--- config.mk ---
export PLATFORM = sky130hd
export DESIGN_NAME = erased_byte_skipping_chunker_unit_flat
export DESIGN_NICKNAME = d
export VERILOG_FILES = /design/src/rtl/erbc_pkg.sv /design/src/rtl/erbc_if.sv /design/src/rtl/erased_byte_skipping_chunker_unit.sv /design/src/flat_wrapper.sv
export SDC_FILE = /design/constraint.sdc
export NUM_CORES = 1
export LEC_CHECK = 0
export BUFFER_PORTS_ARGS = -buffer_cell sky130_fd_sc_hd__buf_2
export CAP_MARGIN = 20
export CORE_UTILIZATION = 55
export CTS_BUF_LIST = sky130_fd_sc_hd__clkbuf_16
export DETAILED_ROUTE_END_ITERATION = 6
export HOLD_SLACK_MARGIN = 0.15
export PLACE_DENSITY_LB_ADDON = 0.08
export SETUP_SLACK_MARGIN = 0.3
export SLEW_MARGIN = 20
export SYNTH_ARGS = -nofsm -noshare
export SYNTH_HDL_FRONTEND = slang
export SYNTH_SLANG_ARGS = --single-unit
--- constraint.sdc ---
create_clock -name i_clk -period 8.1 [get_ports i_clk]
set_input_delay 2.025 -clock i_clk [delete_from_list [all_inputs] [get_ports i_clk]]
set_output_delay 2.025 -clock i_clk [all_outputs]
set_load 0.05 [all_outputs]
--- src/rtl/erbc_pkg.sv ---
`default_nettype none

package erbc_pkg;

    // fixed field widths
    localparam int OFFSET_W = 32;
    localparam int LENGTH_W = 11;
    localparam int LIMIT_W  = 11;
    localparam int BYTE_W   = 8;

    // default largest chunk span
    localparam int MAX_CHUNK_DEF = 1024;

    // value of an erased flash byte
    localparam logic [BYTE_W-1:0] ERASED_BYTE = 8'hFF;

endpackage

`default_nettype wire

--- src/rtl/erbc_if.sv ---
`default_nettype none

// image byte channel
interface erbc_byte_if;
    import erbc_pkg::*;

    logic              valid;
    logic              ready;
    logic [BYTE_W-1:0] byte_value;
    logic              final_byte;

    modport source (output valid, output byte_value, output final_byte, input ready);
    modport sink   (input valid, input byte_value, input final_byte, output ready);
endinterface

// program chunk channel
interface erbc_chunk_if;
    import erbc_pkg::*;

    logic                valid;
    logic                ready;
    logic [OFFSET_W-1:0] chunk_offset;
    logic [LENGTH_W-1:0] chunk_length;
    logic                last_chunk;

    modport source (output valid, output chunk_offset, output chunk_length,
                    output last_chunk, input ready);
    modport sink   (input valid, input chunk_offset, input chunk_length,
                    input last_chunk, output ready);
endinterface

`default_nettype wire

--- src/rtl/erased_byte_skipping_chunker_unit.sv ---
`default_nettype none

// erased byte skipping chunker
//
// i_byte carries one flash image byte per request, in address order, with
// final_byte set on the last byte. o_chunk carries one program command per
// request: start offset, length (ends on a byte that is not 0xff) and a flag
// on the chunk closed by the final byte. i_cfg_we / i_cfg_wdata write the
// chunk limit (0 acts as 1, above MAX_CHUNK acts as MAX_CHUNK); write it only
// while the block is idle.
//
// throughput: one byte per cycle while i_byte is not held off. the scan
// state is updated in the cycle a byte is taken, and a closed chunk lands
// in the output register, so a command is on o_chunk in the cycle after
// the byte that closed it. a byte that closes no chunk produces nothing.
// stall: while the output register holds a command that o_chunk has not
// taken, i_byte is held off; a byte is taken whenever the output register is
// empty or is being emptied in the same cycle.
// reset: offset counter back to zero, no chunk open, output empty, chunk
// limit back to MAX_CHUNK.

module erased_byte_skipping_chunker_unit #(
    parameter int MAX_CHUNK = erbc_pkg::MAX_CHUNK_DEF
) (
    input  wire                         i_clk,
    input  wire                         i_rst_n,
    input  wire                         i_cfg_we,
    input  wire  [erbc_pkg::LIMIT_W-1:0] i_cfg_wdata,
    erbc_byte_if.sink                   i_byte,
    erbc_chunk_if.source                o_chunk
);
    import erbc_pkg::*;

    // width of the clamped limit
    localparam int EffW = $clog2(MAX_CHUNK + 1);

    // scan state
    logic [OFFSET_W-1:0] r_pos, n_pos;
    logic                r_open, n_open;
    logic [OFFSET_W-1:0] r_start, n_start;
    logic [OFFSET_W-1:0] r_last, n_last;

    // clamped chunk limit, kept ready to compare
    logic [EffW-1:0]     r_eff_limit, n_eff_limit;

    // output register
    logic                r_out_valid, n_out_valid;
    logic [OFFSET_W-1:0] r_out_offset, n_out_offset;
    logic [LENGTH_W-1:0] r_out_length, n_out_length;
    logic                r_out_last, n_out_last;

    logic                take;
    logic                is_data;
    logic                open_now;
    logic [OFFSET_W-1:0] start_now;
    logic [OFFSET_W-1:0] last_now;
    logic [OFFSET_W-1:0] span;
    logic                emit;
    logic [LENGTH_W-1:0] length;

    // output register empty or draining this cycle
    assign i_byte.ready = ~r_out_valid | o_chunk.ready;
    assign take         = i_byte.valid & i_byte.ready;

    assign o_chunk.valid        = r_out_valid;
    assign o_chunk.chunk_offset = r_out_offset;
    assign o_chunk.chunk_length = r_out_length;
    assign o_chunk.last_chunk   = r_out_last;

    // chunk opens on the first non-erased byte, tracks its last data byte
    assign is_data   = (i_byte.byte_value != ERASED_BYTE);
    assign open_now  = r_open | is_data;
    assign start_now = r_open ? r_start : r_pos;
    assign last_now  = is_data ? r_pos : r_last;

    // span counted from chunk start up to and including this byte, mod 2^32
    assign span = r_pos - start_now + OFFSET_W'(1);

    // close on a full window or on the final byte
    assign emit = open_now
                & ((span >= OFFSET_W'(r_eff_limit)) | i_byte.final_byte);

    // trimmed length, only the low bits are kept
    assign length = last_now[LENGTH_W-1:0] - start_now[LENGTH_W-1:0]
                  + LENGTH_W'(1);

    always_comb begin
        n_pos   = r_pos;
        n_open  = r_open;
        n_start = r_start;
        n_last  = r_last;
        if (take) begin
            n_start = start_now;
            n_last  = last_now;
            n_open  = open_now & ~emit & ~i_byte.final_byte;
            // final byte starts a new image at offset zero
            n_pos   = i_byte.final_byte ? '0 : r_pos + OFFSET_W'(1);
        end
    end

    // clamp the written limit to 1 .. MAX_CHUNK
    always_comb begin
        n_eff_limit = r_eff_limit;
        if (i_cfg_we) begin
            priority if (i_cfg_wdata == '0) begin
                n_eff_limit = EffW'(1);
            end else if (OFFSET_W'(i_cfg_wdata) > OFFSET_W'(MAX_CHUNK)) begin
                n_eff_limit = EffW'(MAX_CHUNK);
            end else begin
                n_eff_limit = EffW'(i_cfg_wdata);
            end
        end
    end

    always_comb begin
        n_out_valid  = r_out_valid;
        n_out_offset = r_out_offset;
        n_out_length = r_out_length;
        n_out_last   = r_out_last;
        if (o_chunk.ready) begin
            n_out_valid = 1'b0;
        end
        if (take && emit) begin
            n_out_valid  = 1'b1;
            n_out_offset = start_now;
            n_out_length = length;
            n_out_last   = i_byte.final_byte;
        end
    end

    always_ff @(posedge i_clk) begin
        if (!i_rst_n) begin
            r_pos       <= '0;
            r_open      <= 1'b0;
            r_out_valid <= 1'b0;
            r_eff_limit <= EffW'(MAX_CHUNK);
        end else begin
            r_pos       <= n_pos;
            r_open      <= n_open;
            r_out_valid <= n_out_valid;
            r_eff_limit <= n_eff_limit;
        end
    end

    // payload, meaningful only while a chunk is open or a command is held
    always_ff @(posedge i_clk) begin
        r_start      <= n_start;
        r_last       <= n_last;
        r_out_offset <= n_out_offset;
        r_out_length <= n_out_length;
        r_out_last   <= n_out_last;
    end

endmodule

`default_nettype wire
--- src/flat_wrapper.sv ---
// flat-port wrapper written by rule: the top's interface ports become plain ports
module erased_byte_skipping_chunker_unit_flat import erbc_pkg::*;
#(
    parameter int MAX_CHUNK = erbc_pkg::MAX_CHUNK_DEF
)
  (i_clk, i_rst_n, i_cfg_we, i_cfg_wdata, i_byte_valid, i_byte_byte_value, i_byte_final_byte, i_byte_ready, o_chunk_valid, o_chunk_chunk_offset, o_chunk_chunk_length, o_chunk_last_chunk, o_chunk_ready);
  erbc_byte_if i_byte_i ();
  erbc_chunk_if o_chunk_i ();
  input  wire i_clk;
  input  wire i_rst_n;
  input  wire i_cfg_we;
  input  wire  [erbc_pkg::LIMIT_W-1:0] i_cfg_wdata;
  input wire logic [$bits(i_byte_i.valid)-1:0] i_byte_valid;
  input wire logic [$bits(i_byte_i.byte_value)-1:0] i_byte_byte_value;
  input wire logic [$bits(i_byte_i.final_byte)-1:0] i_byte_final_byte;
  output wire logic [$bits(i_byte_i.ready)-1:0] i_byte_ready;
  output wire logic [$bits(o_chunk_i.valid)-1:0] o_chunk_valid;
  output wire logic [$bits(o_chunk_i.chunk_offset)-1:0] o_chunk_chunk_offset;
  output wire logic [$bits(o_chunk_i.chunk_length)-1:0] o_chunk_chunk_length;
  output wire logic [$bits(o_chunk_i.last_chunk)-1:0] o_chunk_last_chunk;
  input wire logic [$bits(o_chunk_i.ready)-1:0] o_chunk_ready;
  assign i_byte_i.valid = i_byte_valid;
  assign i_byte_i.byte_value = i_byte_byte_value;
  assign i_byte_i.final_byte = i_byte_final_byte;
  assign i_byte_ready = i_byte_i.ready;
  assign o_chunk_valid = o_chunk_i.valid;
  assign o_chunk_chunk_offset = o_chunk_i.chunk_offset;
  assign o_chunk_chunk_length = o_chunk_i.chunk_length;
  assign o_chunk_last_chunk = o_chunk_i.last_chunk;
  assign o_chunk_i.ready = o_chunk_ready;
  erased_byte_skipping_chunker_unit #(.MAX_CHUNK(MAX_CHUNK)) u_core (.i_clk(i_clk), .i_rst_n(i_rst_n), .i_cfg_we(i_cfg_we), .i_cfg_wdata(i_cfg_wdata), .i_byte(i_byte_i), .o_chunk(o_chunk_i));
endmodule
After elaboration in Yosys (flattened, before gate mapping):

Cells that the tools add are included.

* $add $sub $neg: 5
* order comparisons: 2
* equality and inequality tests: 1
* muxes and demuxes: 7
* bitwise operators: 10
* reduce and logical (&&, ||, !) cells: 3

Operator list (count)
* adder 32 x 1 -> 32 bit, second input constant: 2
* 2-to-1 mux 32 bit: 2
* 2-to-1 mux 11 bit: 3
* >= comparator 32 x 11 -> 1 bit: 1
* subtractor 32 bit: 1
* adder 11 x 1 -> 11 bit, second input constant: 1
* greater-than comparator 11 bit, second input constant: 1
* zero test 11 bit: 1
* subtractor 11 bit: 1
* != test 8 bit, second input constant: 1
* AND 1 bit: 4
* NOT 1 bit: 3
* bitwise OR 1 bit: 3
* 2-to-1 mux 1 bit: 2
* nonzero test 2 bit: 1
* logical AND 1 bit: 1

* input port bits: 25
* register bits: 132
* output and inout bits: 46

Longest topological paths before layout:

Gate-level depths: netlist of run 1.

* depth in word-level cells: 9
* depth in mapped cells: 24
* depth with buffers taken out: 22

Worst setup path after synthesis of run 1:

OpenSTA, ideal clock, no wires.

* path type: register to register
* start point: register u_core.r_open
* end point: register u_core.r_out_length[0], in the netlist u_core.o_chunk.chunk_length[0], enable pin
* arrival time: 6.566 ns
* period minus slack after synthesis: 7.066 ns
* buffers on the path: 2
* library setup time: 0.500 ns
* slack: 1.034 ns
* stages on the path, launching flop included: 20
* required time: 7.600 ns
* cell sequence: dfxtp_1 -> buf_6 -> buf_1 -> mux2i_1 -> ha_1 -> ha_1 -> a21o_1 -> a21oi_4 -> nand2_1 -> a21o_1 -> a21oi_1 -> xnor2_1 -> ha_1 -> and3_1 -> o21ai_0 -> nand4bb_1 -> nor4_1 -> nand4_1 -> nor4_2 -> nor3_1

* cells in the longest elaborated chain, start to end: 7

Ends and longest elaborated chain
* start: declaration: RTL line erased_byte_skipping_chunker_unit.sv:39 `logic r_open, n_open;`
* start signal: assignment: RTL line erased_byte_skipping_chunker_unit.sv:139 `r_open <= n_open;`
* 2-to-1 mux 32 bit: RTL line erased_byte_skipping_chunker_unit.sv:73 `assign start_now = r_open ? r_start : r_pos;`
* subtractor 32 bit: RTL line erased_byte_skipping_chunker_unit.sv:77 `assign span = r_pos - start_now + OFFSET_W'(1);`
* adder 32 x 1 -> 32 bit: RTL line erased_byte_skipping_chunker_unit.sv:77
* >= comparator 32 x 11 -> 1 bit: RTL line erased_byte_skipping_chunker_unit.sv:81 `& ((span >= OFFSET_W'(r_eff_limit)) | i_byte.final_byte);`
* bitwise OR 1 bit: RTL line erased_byte_skipping_chunker_unit.sv:81
* AND 1 bit (*): RTL line erased_byte_skipping_chunker_unit.sv:81
* logical AND 1 bit (*): RTL line erased_byte_skipping_chunker_unit.sv:123 `if (take && emit) begin`
* end signal: assignment: RTL line erased_byte_skipping_chunker_unit.sv:150 `r_out_length <= n_out_length;`
* end: declaration: RTL line erased_byte_skipping_chunker_unit.sv:49 `logic [LENGTH_W-1:0] r_out_length, n_out_length;`

Every way passes the cells marked *; elsewhere a longest branch is shown, timed or not.
A chain may end at the register's enable or synchronous reset.

Final worst setup path of run 1:

* start point: register u_core.r_pos[1]
* end point: register u_core.r_out_length[9], in the netlist u_core.o_chunk.chunk_length[9], enable pin

* cells in the longest elaborated chain, start to end: 7

Ends and longest elaborated chain
* start: declaration: RTL line erased_byte_skipping_chunker_unit.sv:38 `logic [OFFSET_W-1:0] r_pos, n_pos;`
* start signal: assignment: RTL line erased_byte_skipping_chunker_unit.sv:138 `r_pos <= n_pos;`
* 2-to-1 mux 32 bit: RTL line erased_byte_skipping_chunker_unit.sv:73
* via u_core.start_now[1]: RTL line erased_byte_skipping_chunker_unit.sv:55 `logic [OFFSET_W-1:0] start_now;`
* subtractor 32 bit: RTL line erased_byte_skipping_chunker_unit.sv:77
* adder 32 x 1 -> 32 bit: RTL line erased_byte_skipping_chunker_unit.sv:77
* >= comparator 32 x 11 -> 1 bit: RTL line erased_byte_skipping_chunker_unit.sv:81
* bitwise OR 1 bit: RTL line erased_byte_skipping_chunker_unit.sv:81
* AND 1 bit: RTL line erased_byte_skipping_chunker_unit.sv:81
* logical AND 1 bit: RTL line erased_byte_skipping_chunker_unit.sv:123

The timed path passes the listed nets, and every way through them passes these cells.

==> results.tsv, run 1 <==
metric	value	unit
outcome	complete, no violations	
path_clk_slew	0.06	ns
globalRouteOverflowTotal	0	
first_iter_violations	425	
tightest_slew	0.727	ns
ys_seq_area_share	41.1	%
rr_worst_depth	22	
whs	0.494	ns
syn_inst	851	
postRouteAntennaNets	0	
cts_sinks	132	
switchingPower	0.575	mW
drive_gt1_share	16.3	%
cts_buffers	17	
synth_top_area_share	30.6	%
min_path_type	reg2reg	
leakage	4.19	nW
placeableCoreArea	15200	sq um
holdCritStartpoint	u_core.r_eff_limit[10]$_SDFFE_PN1P_	
clock_path_buffers	2	
cts_resized	0	
synth.top_cells.by_count	ha_1 (92), edfxtp_1 (87), nand2_1 (69)	
grt_usage	27.3	%
endpoint_kind	flip-flop	
areaGrowthSynthToFinish	12.4	%
finalCritPeriodShare	66.8	%
place.gp.congestion	0.918	
yosysTopAreaCell	edfxtp_1	
antenna_found_initial	0	
combPwrFrac	18.6	%
worst-setup-path-type	reg2reg	
max_cap_violations	0	
hold_end	u_core.r_eff_limit[10]$_SDFFE_PN1P_	
routed_wl	21100	um
cp-start-kind	flip-flop	
slew_viol_final	0	
synth.area.top_cells	edfxtp_1 (31%), ha_1 (13%), dfxtp_1 (11%)	
syn_area_per_cell	10.0	sq um
ys_async_sr_fraction	0	%
cts-root-buf	clkbuf_16	
wl_per_cell	18.8	um
synthMostInstantiatedCell	ha_1	
slew_headroom	50.3	%
port_buffers	70	
clkPwrFrac	40.0	%
r2r_setup_slack	2.69	ns
hold_viol_final	0	
setup_tns	0	ns
synth_nets	970	
final.min_clock_period	5.41	ns
ir_worst_vdd	0.000162	V
htree_levels	4	
power_density	193	nW/um^2
final_cell_area	9610	sq um
holdPathStages	2	
p_seq_share	41.4	%
worstPathRequired	8.24	ns
max_freq	185	MHz
drt_pass1_iterations	5	
reg2reg_to	u_core.o_chunk.chunk_length[9]$_DFFE_PP_	
grt_pass1_wl	33700	um
via_per_inst	5.95	
vias	6683	
diodes	0	
placed_area	9050	sq um
ios	71	
die_w	127	um
power	1.85	mW
dieHeight	127	um
nets	1041	
post_cts_buffers	0	
multiInputGateArea	4670	sq um
synthesis.area	8550	sq um
dpl.hpwl	16000	um
fin_skew	0.0122	ns
rows	45	
grt_pass1_vias	6635	
dieArea	16000	sq um
ys.flop_type	edfxtp_1	
start_util	56.2	%
grt_max_degree	35	
setup_viol	0	
synth_edf_count	87	
fill_cells	1286	
ctsHoldBuffers	0	
synth.distinct_cells	81	
seq_area	3510	sq um
yosys_warnings	0	
p_int	1.28	mW
r2r_start	u_core.r_pos[1]$_SDFFE_PN0P_	
ys_ff_latch	132	
p_sw_share	31.0	%
drc	0	
crit_arrival	5.56	ns
cts_tree	done	
cp_max_fo	30	
rsz0062_at_grt	no	
clkLatencyLatePin	0.43	ns
[stage by stage]
step	utilization, %	setup WS (ns)	instances
3_3_place_gp	59.5	2.87	1091
3_5_place_dp	59.5	2.70	1091
4_1_cts	63.2	2.69	1123
6_report	63.2	2.69	1123
2_1_floorplan	-	1.03	851
5_1_grt	63.2	2.22	1123
[worst max-delay path by stage]
stage,startpoint,endpoint,slack (ns),cells past startpoint
6_report,u_core.r_pos[1]$_SDFFE_PN0P_,u_core.o_chunk.chunk_length[9]$_DFFE_PP_,2.69,22
5_1_grt,u_core.r_pos[1]$_SDFFE_PN0P_,u_core.o_chunk.chunk_offset[19]$_DFFE_PP_,2.22,22
4_1_cts,u_core.r_pos[1]$_SDFFE_PN0P_,u_core.o_chunk.chunk_offset[15]$_DFFE_PP_,2.69,22
3_5_place_dp,u_core.r_pos[1]$_SDFFE_PN0P_,u_core.o_chunk.chunk_length[7]$_DFFE_PP_,2.70,22
3_3_place_gp,u_core.r_pos[1]$_SDFFE_PN0P_,u_core.o_chunk.chunk_length[10]$_DFFE_PP_,2.87,22
2_1_floorplan,u_core.r_open$_SDFFE_PN0P_,u_core.o_chunk.chunk_length[0]$_DFFE_PP_,1.03,19
[layout by cell type (no fill, tap or decap), types with 10 or more instances in the layout]
cell type / n
ha_1: 92
edfxtp_1: 87
buf_2: 70
nand2_1: 68
inv_1: 62
nor2_1: 54
a21oi_1: 53
dfxtp_1: 44
o21ai_0: 36
mux2i_1: 34
nand3_1: 27
xor2_1: 27
nand4_1: 20
xnor2_1: 20
clkbuf_16: 17
and2_1: 16
and3_1: 14
mux2_2: 12
nor3_1: 11
o21a_1: 11
o211ai_1: 10
or3_1: 10
[registers in the layout (all words and copies together), names as in the netlist]
name	count
u_core.o_chunk.chunk_offset	32
u_core.r_open	1
u_core.r_last	11
u_core.r_pos	32
u_core.r_eff_limit	11
u_core.r_start	32
u_core.o_chunk.last_chunk	1
u_core.o_chunk.chunk_length	11
u_core.o_chunk.valid	1
[power by group through the flow]
stage | Sequential (mW) | Combinational, mW | Clock [mW]
after floorplan | 0.841 | 0.201 | 0
after global placement | 0.781 | 0.340 | 0
after detailed placement | 0.781 | 0.343 | 0
after CTS | 0.767 | 0.345 | 0.753
after global routing | 0.770 | 0.374 | 0.779
final | 0.767 | 0.345 | 0.742
[cell type report]
cell class | count | share of cell area, %
multi-input combinational | 633 | 48.6
sequential | 132 | 36.6
clock buffer | 17 | 4.43
timing repair buffer | 75 | 4.04
inverter | 63 | 2.46
tap | 188 | 2.45
clock inverter | 15 | 1.45
[worst max-delay path: stages, from the launching register on]
cell	delay (ns)
dfxtp_1	0.42
inv_1	0.08
o21ai_0	0.35
ha_1	0.32
inv_1	0.06
ha_1	0.16
inv_1	0.06
fa_1	0.39
nand2b_1	0.21
a21o_1	0.20
and2_1	0.16
o21ai_0	0.23
xor2_1	0.18
ha_1	0.26
a21o_1	0.19
a211oi_1	0.28
o221ai_1	0.15
nand4bb_1	0.20
nor4_1	0.31
nand4_1	0.15
nor4_2	0.40
nor3_2	0.08
buf_4	0.29
[cell families (layout without fill, tap and decap cells)]
logic type	count (synthesis)	count (layout)	share of synthesized area, %
mux	46	46	5.56
buf+inv	86	170	4.35
fa+ha+maj	94	94	13.9
xor+xnor	47	47	4.81
compound gates	181	181	13.9
flops	132	132	41.1
simple gates	265	265	16.3
[routing by layer]
metal / routed length, um / up-vias / track usage, %
met5: 0 / - / 0
met3: 592 / 51 / 4.34
met2: 10700 / 146 / 49.5
met1: 8980 / 3211 / 31.4
met4: 792 / 0 / 13.0
li1: - / 3275 / -
No activity file was read; power rests on OpenSTA's default activity.
==> run 2: changes to the inputs <==
--- a/config.mk
+++ b/config.mk
@@ -5,6 +5,7 @@
 export SDC_FILE = /design/constraint.sdc
 export NUM_CORES = 1
 export LEC_CHECK = 0
+export ABC_AREA = 1
 export BUFFER_PORTS_ARGS = -buffer_cell sky130_fd_sc_hd__buf_2
 export CAP_MARGIN = 20
 export CORE_UTILIZATION = 55
==> constraint.sdc (replaced) <==
create_clock -name i_clk -period 5.4 [get_ports i_clk]
set_input_delay 1.35 -clock i_clk [delete_from_list [all_inputs] [get_ports i_clk]]
set_output_delay 1.35 -clock i_clk [all_outputs]
set_load 0.05 [all_outputs]
==> run 2 against run 1 <==
Effect of this change: sequential share of layout area down 1.8 points; global-route usage fell by 0.68 points; sequential power grew 62%; highest routed layer unchanged.
==> results.tsv, run 2 <==
metric	value	unit	change
diodes	0		unchanged
yosys.area_share.xor_xnor	2.06	%	was 4.81%
ys_ff_latch	132		unchanged
slew_viol_final	0		unchanged
setup_viol	0		unchanged
cp_slowest_cell	inv_1		was dfxtp_1
whs	0.466	ns	was 0.494 ns
power	4.18	mW	was 1.85 mW
slew_headroom	54.3	%	was 50.3%
rsz0062_at_grt	no		unchanged
r2r_setup_slack	0.80	ns	was 2.69 ns
max_freq	217	MHz	was 185 MHz
vias	7601		was 6683
min_path_type	reg2reg		unchanged
cts_tree	done		unchanged
crit_arrival	4.66	ns	was 5.56 ns
dp_cells	1449		was 1091
hold_viol_final	0		unchanged
grt_usage	26.6	%	was 27.3%
rows	46		was 45
wl_per_cell	14.0	um	was 18.8 um
synth_top_area_share	29.2	%	was 30.6%
synth.distinct_cells	42		was 81
dieHeight	130	um	was 127 um
final_common_cell	nand2_1		was ha_1
instances_no_fill	1481		was 1123
ios	71		unchanged
start_util	56.3	%	was 56.2%
crit_top_cell	nand2_1		
place.gp.congestion	0.919		was 0.918
worst-setup-path-type	reg2reg		unchanged
leakage	5.10	nW	was 4.19 nW
routed_wl	20700	um	was 21100 um
nets	1371		was 1041
finalCritPeriodShare	85.2	%	was 66.8%
utilization	63.6	%	was 63.2%
via_per_inst	5.13		was 5.95
fill_cells	1461		was 1286
final.min_clock_period	4.60	ns	was 5.41 ns
ir_worst_vdd	0.000323	V	was 0.000162 V
synth_edf_count	87		unchanged
clkLatencyLatePin	0.43	ns	about the same
drive_gt1_share	12.1	%	was 16.3%
power_density	414	nW/um^2	was 193 nW/um^2
first_iter_violations	559		was 425
drt_pass1_iterations	5		unchanged
fin_skew	0.00935	ns	was 0.0122 ns
globalRouteOverflowTotal	0		unchanged
tightest_slew	0.685	ns	was 0.727 ns
yosysTopAreaCell	edfxtp_1		unchanged
die_w	130	um	was 127 um
cts-root-buf	clkbuf_16		unchanged
postRouteAntennaNets	0		unchanged
synth_fa_ha_area_share	13.3	%	was 13.9%
synthesis.area	8940	sq um	was 8550 sq um
cts_sinks	132		unchanged
syn_inst	1173		was 851
max_cap_violations	0		unchanged
path_clk_slew	0.06	ns	about the same
ys_async_sr_fraction	0	%	unchanged
drc	0		unchanged
port_buffers	70		unchanged
cp-start-kind	flip-flop		unchanged
synth.top_cells.by_count	nand2_1 (300), inv_1 (218), nor2_1 (97)		was ha_1 (92), edfxtp_1 (87), nand2_1 (69)
endpoint_kind	flip-flop		unchanged
grt_pass1_vias	7128		was 6635
synth_compound_area_share	9.35	%	was 13.9%
syn_area_per_cell	7.62	sq um	was 10.0 sq um
setup_tns	0	ns	unchanged
ys_seq_area_share	39.3	%	was 41.1%
synthMostInstantiatedCell	nand2_1		was ha_1
synth.area.top_cells	edfxtp_1 (29%), ha_1 (13%), nand2_1 (13%)		was edfxtp_1 (31%), ha_1 (13%), dfxtp_1 (11%)
antenna_found_initial	0		unchanged
grt_pass1_wl	34500	um	was 33700 um
synth_nets	1292		was 970
worstPathRequired	5.46	ns	was 8.24 ns
yosys_warnings	0		unchanged
ys.flop_type	edfxtp_1		unchanged
outcome	complete, no violations		unchanged
seq_area	3510	sq um	about the same
synth_top_family_by_area	simple AND/OR/NAND/NOR gates		unchanged
grt_max_degree	47		was 35
cp_max_fo	44		was 30
areaGrowthSynthToFinish	13.0	%	was 12.4%
cts_buffers	17		unchanged
dieArea	16800	sq um	was 16000 sq um
htree_levels	4		unchanged
mostFrequentLayoutCells	nand2_1 (300), inv_1 (217), nor2_1 (97)		was ha_1 (92), edfxtp_1 (87), buf_2 (70)
critPathBufInv	3		was 4
multiInputGateArea	4550	sq um	was 4670 sq um
muxShareOfSynthArea	0.126	%	was 5.56%
cpLargestDelayFamily	simple AND/OR/NAND/NOR gates		unchanged
synth-simple-area-share	26.0	%	was 16.3%
placeableCoreArea	15900	sq um	was 15200 sq um
max_stage_delay	0.49	ns	was 0.42 ns
clock_path_buffers	2		unchanged
dpl.hpwl	15600	um	was 16000 um
==> run 2: changes by cell type after synthesis, sizes merged, moves of 20 or more <==
| cell | previous run | this run |
|---|---|---|
| or2 | 1 | 36 |
| nand2 | 71 | 303 |
| inv | 63 | 220 |
| o21ai | 42 | 62 |
| mux2i | 34 | 0 |
| nor2 | 54 | 101 |
==> run 2: area by class of cell <==
type | count | area share (%)
inverters | 220 | 8.20
clock buffers | 17 | 4.21
flip-flops and latches | 132 | 34.8
repair buffers | 74 | 3.76
multi-input cells | 807 | 45.0
well taps | 216 | 2.67
clock inverters | 15 | 1.39
==> run 2: cells by family (layout without fill, tap and decap cells) <==
logic type | count (synthesis) | in the layout
simple gates | 533 | 533
buf+inv | 234 | 326
compound gates | 158 | 158
flops | 132 | 132
fa+ha+maj | 94 | 94
xor+xnor | 21 | 21
mux | 1 | 1
==> run 2: layer usage <==
metal / track usage [%] / wire length (um)
met1: 37.9 / 10400
met2: 41.0 / 8810
met3: 5.00 / 1090
met4: 7.87 / 354
met5: 0 / 0
==> run 2: what timing repair did <==
item	4_1_cts	5_1_grt
gates resized for setup	0	2
endpoints found under the hold margin	0	0
setup endpoints to repair	0	44
buffers inserted	0	0
hold buffers	0	0
==> run 2: power by group <==
group          switching (mW)  internal (mW)
clock                   0.453          0.673
combinational            1.25          0.570
sequential             0.0249           1.21
total                    1.73           2.45
==> run 2: worst min-delay path: cells and delay by family, from the launching register on <==
kind            cells  cell delay (ns)
flops               1             0.31
simple gates        1             0.06
compound gates      1             0.06
==> run 2: worst paths after layout <==
path                                      start                                         to  cells after the start
max                  u_core.r_open$_SDFFE_PN0P_  u_core.o_chunk.chunk_offset[13]$_DFFE_PP_                     26
max reg2reg          u_core.r_open$_SDFFE_PN0P_  u_core.o_chunk.chunk_offset[13]$_DFFE_PP_                     26
min          u_core.r_eff_limit[2]$_SDFFE_PN0P_         u_core.r_eff_limit[2]$_SDFFE_PN0P_                      2
min reg2reg  u_core.r_eff_limit[2]$_SDFFE_PN0P_         u_core.r_eff_limit[2]$_SDFFE_PN0P_                      2
==> run 2: per-stage QoR <==
step / setup slack (ns) / area [sq um]
after CTS: 0.490 / 10100
after detailed placement: 0.516 / 9540
after floorplan: 0.617 / 8940
after global routing: 0.336 / 10100
after global placement: 0.642 / 9540
final: 0.799 / 10100
